===== src/sv/amf_pkg.sv =====
// Package for the address mirror fold block.
// Holds the default bus width and the number of bit steps per pipeline stage.
// No dependencies.
`default_nettype none

package amf_pkg;

  // Default width of the bus address.
  localparam int ADDR_BITS_DEF = 28;

  // Bit positions handled in one pipeline stage.
  localparam int STEPS_PER_STAGE = 4;

endpackage

`default_nettype wire


===== src/sv/amf_stage.sv =====
// One pipeline stage of the address mirror fold: a short chain of bit steps.
// The stage is followed by its own register.
// Depends on amf_pkg.
`default_nettype none

module amf_stage #(
  parameter int ADDR_BITS = amf_pkg::ADDR_BITS_DEF,
  parameter int FIRST_BIT = amf_pkg::ADDR_BITS_DEF - 1
) (
  input  wire logic                 clk,
  input  wire logic                 rst_n,
  input  wire logic                 ce,
  input  wire logic                 in_valid,
  input  wire logic [ADDR_BITS-1:0] in_addr,
  input  wire logic [ADDR_BITS:0]   in_size,
  input  wire logic [ADDR_BITS-1:0] in_base,
  output logic                      valid_r,
  output logic [ADDR_BITS-1:0]      addr_r,
  output logic [ADDR_BITS:0]        size_r,
  output logic [ADDR_BITS-1:0]      base_r
);

  localparam int STEPS = amf_pkg::STEPS_PER_STAGE;

  logic [ADDR_BITS-1:0] addr_c [STEPS+1];
  logic [ADDR_BITS:0]   size_c [STEPS+1];
  logic [ADDR_BITS-1:0] base_c [STEPS+1];

  assign addr_c[0] = in_addr;
  assign size_c[0] = in_size;
  assign base_c[0] = in_base;

  for (genvar k = 0; k < STEPS; k++) begin : g_step
    localparam int BIT = FIRST_BIT - k;
    if (BIT >= 0) begin : g_live
      localparam logic [ADDR_BITS-1:0] BA = ADDR_BITS'(1) << BIT;
      localparam logic [ADDR_BITS:0]   BS = (ADDR_BITS + 1)'(1) << BIT;
      logic take;
      logic shrink;
      // A set address bit is cleared only while the address still reaches the size.
      assign take   = ({1'b0, addr_c[k]} >= size_c[k]) && addr_c[k][BIT];
      assign shrink = take && (size_c[k] > BS);
      assign addr_c[k+1] = take ? (addr_c[k] & ~BA) : addr_c[k];
      assign size_c[k+1] = shrink ? (size_c[k] - BS) : size_c[k];
      assign base_c[k+1] = shrink ? (base_c[k] | BA) : base_c[k];
    end else begin : g_idle
      assign addr_c[k+1] = addr_c[k];
      assign size_c[k+1] = size_c[k];
      assign base_c[k+1] = base_c[k];
    end
  end

  always_ff @(posedge clk) begin
    if (!rst_n) begin
      valid_r <= 1'b0;
    end else if (ce) begin
      valid_r <= in_valid;
    end
  end

  always_ff @(posedge clk) begin
    if (ce) begin
      addr_r <= addr_c[STEPS];
      size_r <= size_c[STEPS];
      base_r <= base_c[STEPS];
    end
  end

endmodule

`default_nettype wire


===== src/sv/address_mirror_fold.sv =====
// Top level of the address mirror fold: a pipeline of bit-step stages and
// a final add into the output register. Depends on amf_pkg and amf_stage.
//
//   Channel | Direction | Contents
//   in_     | slave     | tdata: bus_address, region_size
//   out_    | master    | tdata: folded_address
//
// One beat enters per cycle while the output is not stalled; each register stage
// holds four bit steps, and the final add feeds the output register.
// rst_n clears the valid bits of all stages and the output register.
// A stall on the output freezes the whole pipeline; nothing is dropped or repeated.
`default_nettype none

module address_mirror_fold #(
  parameter int ADDR_BITS = amf_pkg::ADDR_BITS_DEF
) (
  input  wire logic                                   clk,
  input  wire logic                                   rst_n,
  input  wire logic                                   in_tvalid,
  output logic                                        in_tready,
  // bus_address [ADDR_BITS-1:0], region_size [2*ADDR_BITS:ADDR_BITS], zero fill
  input  wire logic [((2*ADDR_BITS+1+7)/8)*8-1:0]     in_tdata,
  output logic                                        out_tvalid,
  input  wire logic                                   out_tready,
  // folded_address [ADDR_BITS-1:0], zero fill
  output logic [((ADDR_BITS+7)/8)*8-1:0]              out_tdata
);

  localparam int STEPS      = amf_pkg::STEPS_PER_STAGE;
  localparam int NUM_STAGES = (ADDR_BITS + STEPS - 1) / STEPS;
  localparam int OUT_W      = ((ADDR_BITS + 7) / 8) * 8;

  logic                 stg_valid [NUM_STAGES+1];
  logic [ADDR_BITS-1:0] stg_addr  [NUM_STAGES+1];
  logic [ADDR_BITS:0]   stg_size  [NUM_STAGES+1];
  logic [ADDR_BITS-1:0] stg_base  [NUM_STAGES+1];

  logic                 ce;
  logic                 out_valid_r;
  logic [ADDR_BITS-1:0] out_data_r;
  logic [ADDR_BITS:0]   sum;

  // The pipeline moves whenever the output register is empty or being drained.
  assign ce        = !out_valid_r || out_tready;
  assign in_tready = ce;

  assign stg_valid[0] = in_tvalid;
  assign stg_addr[0]  = in_tdata[ADDR_BITS-1:0];
  assign stg_size[0]  = in_tdata[2*ADDR_BITS:ADDR_BITS];
  assign stg_base[0]  = '0;

  for (genvar s = 0; s < NUM_STAGES; s++) begin : g_stage
    amf_stage #(
      .ADDR_BITS (ADDR_BITS),
      .FIRST_BIT (ADDR_BITS - 1 - s * STEPS)
    ) u_stage (
      .clk      (clk),
      .rst_n    (rst_n),
      .ce       (ce),
      .in_valid (stg_valid[s]),
      .in_addr  (stg_addr[s]),
      .in_size  (stg_size[s]),
      .in_base  (stg_base[s]),
      .valid_r  (stg_valid[s+1]),
      .addr_r   (stg_addr[s+1]),
      .size_r   (stg_size[s+1]),
      .base_r   (stg_base[s+1])
    );
  end

  // The remaining size only matters inside the stages.
  assign sum = {1'b0, stg_base[NUM_STAGES]} + {1'b0, stg_addr[NUM_STAGES]}
             + ((ADDR_BITS + 1)'(0) & stg_size[NUM_STAGES]);

  always_ff @(posedge clk) begin
    if (!rst_n) begin
      out_valid_r <= 1'b0;
    end else if (ce) begin
      out_valid_r <= stg_valid[NUM_STAGES];
    end
  end

  always_ff @(posedge clk) begin
    if (ce) begin
      out_data_r <= sum[ADDR_BITS-1:0];
    end
  end

  assign out_tvalid = out_valid_r;
  assign out_tdata  = OUT_W'(out_data_r);

endmodule

`default_nettype wire


===== config.mk =====
export PLATFORM = sky130hd
export DESIGN_NAME = address_mirror_fold
export DESIGN_NICKNAME = d
export VERILOG_FILES = /design/src/sv/amf_pkg.sv /design/src/sv/amf_stage.sv /design/src/sv/address_mirror_fold.sv
export SDC_FILE = /design/constraint.sdc
export NUM_CORES = 2
export LEC_CHECK = 0
export BUFFER_PORTS_ARGS = -buffer_cell sky130_fd_sc_hd__buf_4
export CORE_ASPECT_RATIO = 1.5
export CORE_MARGIN = 1
export CORE_UTILIZATION = 50
export DETAILED_ROUTE_END_ITERATION = 7
export PLACE_DENSITY = 0.66
export SETUP_SLACK_MARGIN = 0.3
export SLEW_MARGIN = 20
export SYNTH_ARGS = -nofsm -noshare
export SYNTH_HDL_FRONTEND = slang
export SYNTH_SLANG_ARGS = --single-unit

===== constraint.sdc =====
create_clock -name clk -period 17.34 [get_ports clk]
set_input_delay 0.867 -clock clk [delete_from_list [all_inputs] [get_ports clk]]
set_output_delay 0.867 -clock clk [all_outputs]
set_load 0.02 [all_outputs]

After elaboration in Yosys (flattened, before gate mapping):

Index checks and enable logic that the tools add are counted.

* flip-flop bits (word level): 602
* input bits: 68
* output and inout bits: 34
* word-level logic and storage cells: 254

* $add $sub $neg: 28
* magnitude comparators: 56
* mux-type cells: 69
* reduce and logical (&&, ||, !) cells: 58

Operators with widths (number)
* 28-bit by 29-bit greater-or-equal comparator with 1-bit output: 28
* 29-bit two-way mux: 27
* 1-bit logical AND: 56
* 28-bit two-way mux: 2
* 27-bit two-way mux: 2
* 26-bit two-way mux: 2
* 24-bit two-way mux: 2
* 23-bit two-way mux: 2
* 22-bit two-way mux: 2
* 20-bit two-way mux: 2
* 19-bit two-way mux: 2
* 18-bit two-way mux: 2
* 16-bit two-way mux: 2
* 15-bit two-way mux: 2
* 29-bit by 1-bit > comparator with 1-bit output (second input constant): 1
* 29-bit by 10-bit > comparator with 1-bit output (second input constant): 1
* 29-bit by 11-bit > comparator with 1-bit output (second input constant): 1
* 29-bit by 12-bit > comparator with 1-bit output (second input constant): 1
* 29-bit by 13-bit > comparator with 1-bit output (second input constant): 1
* 29-bit by 14-bit > comparator with 1-bit output (second input constant): 1
* 29-bit by 15-bit > comparator with 1-bit output (second input constant): 1
* 29-bit by 16-bit > comparator with 1-bit output (second input constant): 1
* 29-bit by 17-bit > comparator with 1-bit output (second input constant): 1
* 29-bit by 18-bit > comparator with 1-bit output (second input constant): 1
* other kinds (58): 68

Longest topological paths before layout:

* depth after elaboration: 16
* depth in mapped cells: 63
* mapped depth without buffers: 59

Cells and area by module:

A second synthesis with hierarchy kept.

* cells, all modules: 4950
* area, all modules: 50632.3 sq um

Modules (own cells, without submodules)
* amf_stage at g_stage[6].u_stage: instances 1, cells an instance 999, area an instance 9351.5 sq um, seq. area each 2572.5 sq um
* amf_stage at g_stage[5].u_stage: instances 1, cells an instance 985, area an instance 9003.6 sq um, seq. area each 2572.5 sq um
* amf_stage at g_stage[4].u_stage: instances 1, cells an instance 746, area an instance 7312.0 sq um, seq. area each 2572.5 sq um
* amf_stage at g_stage[3].u_stage: instances 1, cells an instance 700, area an instance 6941.7 sq um, seq. area each 2572.5 sq um
* amf_stage at g_stage[2].u_stage: instances 1, cells an instance 543, area an instance 6234.7 sq um, seq. area each 2572.5 sq um
* amf_stage at g_stage[1].u_stage: instances 1, cells an instance 423, area an instance 5159.9 sq um, seq. area each 2572.5 sq um
* amf_stage at g_stage[0].u_stage: instances 1, cells an instance 307, area an instance 4227.8 sq um, seq. area each 2572.5 sq um
* address_mirror_fold: instances 1, cells an instance 247, area an instance 2401.1 sq um, seq. area each 860.8 sq um

Worst setup path after synthesis:

No wires, ideal clock.

* path kind: input port to flip-flop
* from: in out_tready
* to: reg g_stage[0].u_stage.addr_r[0], enable pin
* library setup time: 4128 ps
* arrival: 10677 ps
* required time: 13212 ps
* setup slack: 2535 ps
* cell stages on the path: 3
* path buffers: 1
* cells stage by stage: nor2b_1 clkbuf_1 clkinv_1

* word-level cells in the longest chain between the ends: 1

Ends and longest elaborated chain
* from (decl): RTL line address_mirror_fold.sv:24 `input wire logic out_tready,`
* 1-bit logical OR: RTL line address_mirror_fold.sv:44 `assign ce = !out_valid_r || out_tready;`
* via in_tready: RTL line address_mirror_fold.sv:20 `output logic in_tready,`
* to (signal assigned): RTL line amf_stage.sv:63 `addr_r <= addr_c[STEPS];`
* to (decl): RTL line amf_stage.sv:18 `output logic [ADDR_BITS-1:0] addr_r,`

The timed path passes the listed nets, and every way through them passes these cells.
A chain may end at the register's enable or synchronous reset.

==> out/qor.yml <==
critical_path:
  crit_fanout: 17
  crit_path_end_kind: "flip-flop"
  critPathKind: "reg -> reg"
  cp-start-kind: "flip-flop"
  cp_data_required_time_ns: 17.73
  crit_slowest_cell: "a2111oi_0"
  reg2regPathDepth: 54
  slowest_delay_ns: 0.82
  arrival_ns: 14.44
  path_common_cell: "a21o_1"
clock_tree:
  htree_levels: 2
  post_cts_buffers: 0
  cts_buffers: 53
  clock_latency_ns: 0.66
  cts_hold_repair.buffers: 0
  cts_tree: "yes"
  root_buffer: "clkbuf_16"
  cts.clk_slew.worst_paths_ns: 0.07
  clock_sinks: 518
  clk_path_buf_depth: 3
  cts-resized-gates: 0
routing:
  vias_per_cell: 6.27
  drt-total-wl_um: 127000
  drt_iter0_markers: 2278
  via_count: 34800
  ant_nets: 0
  firstDrtPassIters: 6
  drc: 0
  wl_per_cell_um: 22.8
finish:
  register_area_mm2: 0.0155
  multi_input_area_mm2: 0.0251
  layout.nets: 5015
  fillers: 7613
  area.growth.synth_to_final_pct: 9.05
  drive_gt1_share_pct: 7.70
  instances_no_fill: 5551
timing:
  max_slew_margin_pct: 18.9
  hold_violations: 0
  fmax_mhz: 71.2
  period_minus_slack_ns: 14.05
  min_period_over_period_pct: 81.0
  hold_slack_ns: 0.390
  setup_tns_ns: 0
  tightest_slew_ns: 1.20
  rsz0062_at_grt: "no"
  maxSlewViolCount: 0
  fin_skew_ns: 0.0582
  finalSetupViolations: 0
yosys:
  synthesis.area_mm2: 0.0422
  synth.most_common_cell: "ha_1"
  synth-async-reset-ratio_pct: 0
  synth_seq_area_share_pct: 36.6
  synthTopCellsByCount: "ha_1 (564), edfxtp_1 (510), inv_1 (344), nand2_1 (269), nor2_1 (256)"
  synth-compound-area-share_pct: 17.2
  synthTopCellsByArea: "edfxtp_1 (36%), ha_1 (17%), xnor2_1 (4.9%)"
  synth_cell_types: 125
  synthSimpleGateAreaFrac_pct: 18.2
  synth-seq-cells: 518
  synthMuxAreaShare_pct: 1.21
  syn_area_per_cell_um2: 9.84
  synth_top_family_by_area: "simple AND/OR/NAND/NOR gates"
  synth_flop_cell: "edfxtp_1"
  netlist_instances: 4291
  ys_warn_count: 0
  synth_edf_count: 510
  yosys.area_share.adder_pct: 16.8
  yosys.area.top_type_share_pct: 36.3
  synth_area_leader_cell: "edfxtp_1"
  yosys.area_share.xor_xnor_pct: 5.96
grt:
  grt_pass1_vias: 34400
  grt_pass1_wl_um: 193000
  overflow: 0
  grt.busiest_layer: "met2"
  grt_util_met1_pct: 30.1
  use_met2_pct: 55.3
  grt_use_met3_pct: 3.20
  antenna_found_initial: 2
  gr-usage-all-layers_pct: 29.4
  grt_max_degree: 110
place:
  dp_hpwl_um: 102000
  routabilityCongestion: 1.00
  dp_cells: 5449
  io_buffer_count: 90
floorplanning:
  coreArea_mm2: 0.0838
  row_count: 130
  dieArea_mm2: 0.0857
  initial_core_util_pct: 50.4
  die_x_um: 239
  io_pins: 102
  die_h_um: 358
status:
  status: "completed"
power_and_ir_drop:
  finalPower_mw: 4.69
  p_leak_nw: 19.2
  power-per-cell-area_mw_per_mm2: 102
  ir_drop_mv: 0.0866
  power.share.switching_pct: 37.6
  p_int_mw: 2.93
  clkPwrFrac_pct: 26.3
  p_seq_share_pct: 37.1
  switchingPower_mw: 1.77
  comb_power_share_pct: 36.5
min_path:
  min_path_cells: 0
  min_path_type: "reg -> reg"
flow_run:
  drv_cap: 0
area by class of cell:
class                   instances  share of cell area [%]
multi-input cells            3341                    54.5
clock inverters                44                    1.21
flip-flops and latches        518                    33.6
well taps                    1122                    3.05
inverters                     355                    2.91
clock buffers                  56                    2.90
repair buffers                113                    1.84
diodes                          2                  0.0109
logic make-up after synthesis:
group,Yosys count
AO/OA/AOI/OAI,1039
XOR/XNOR,285
adder cells (fa/ha/maj),565
buffers and inverters,435
flip-flops,518
multiplexers,49
other,1
AND/OR/NAND/NOR,1399
layout by cell type, fill, tap and decap left out, types with 121 or more instances in the layout:
cell type and n:
ha_1 564, edfxtp_1 510, inv_1 344, nand2_1 269, nor2_1 256, xnor2_1 238
a21oi_1 230, o21ai_0 132, nand4_1 126, a21o_1 125, nand3_1 123, nor3_1 121
stage by stage:
| step | util, % | setup WS, ns | area (um2) |
|---|---|---|---|
| 2_1_floorplan | - | 2.54 | 42300 |
| 3_3_place_gp | 52.7 | 4.04 | 44100 |
| 3_5_place_dp | 52.7 | 3.87 | 44100 |
| 4_1_cts | 55.0 | 3.80 | 46000 |
| 5_1_grt | 55.0 | 2.59 | 46100 |
| 6_report | 55.0 | 3.29 | 46100 |
sequential cells by signal, indices dropped and copies added (netlist names):
signal	cells
out_data_r	28
g_stage.u_stage.addr_r	196
g_stage.u_stage.size_r	174
out_tvalid	1
g_stage.u_stage.base_r	112
g_stage.u_stage.valid_r	7
power by group through the flow:
stage	combinational [mW]	clock [mW]	sequential (mW)
floorplan	1.23	0	1.68
global placement	1.66	0	1.76
detailed placement	1.69	0	1.77
CTS	1.70	1.26	1.74
global route	1.91	1.31	1.76
finish	1.71	1.24	1.74
per-layer routing:
metal	wire, um	part of all wire (%)
met5	0	0
met4	10300	8.1
met2	65900	52
met1	44800	35
met3	5530	4.4
path summary, 6_finish.rpt:
kind	from	to	slack [ns]
worst max-delay path	g_stage[4].u_stage.size_r[4]$_DFFE_PP_	g_stage[5].u_stage.size_r[22]$_DFFE_PP_	3.29
worst max register to register	g_stage[4].u_stage.size_r[4]$_DFFE_PP_	g_stage[5].u_stage.size_r[22]$_DFFE_PP_	3.29
worst min register to register	g_stage[5].u_stage.base_r[15]$_DFFE_PP_	g_stage[6].u_stage.base_r[15]$_DFFE_PP_	0.39
worst min-delay path	g_stage[5].u_stage.base_r[15]$_DFFE_PP_	g_stage[6].u_stage.base_r[15]$_DFFE_PP_	0.39
critical path: cells and delay by family, from the launching register on:
family / cells / cell delay [ns]
AOI/OAI and AO/OA: 25 / 6.05
and+or+nand+nor: 18 / 3.81
xor gates and xnor gates: 4 / 1.44
adders and majority gates: 4 / 1.21
buffers and inverters: 3 / 0.71
DFF: 1 / 0.52
No activity file was read; power rests on OpenSTA's default activity.
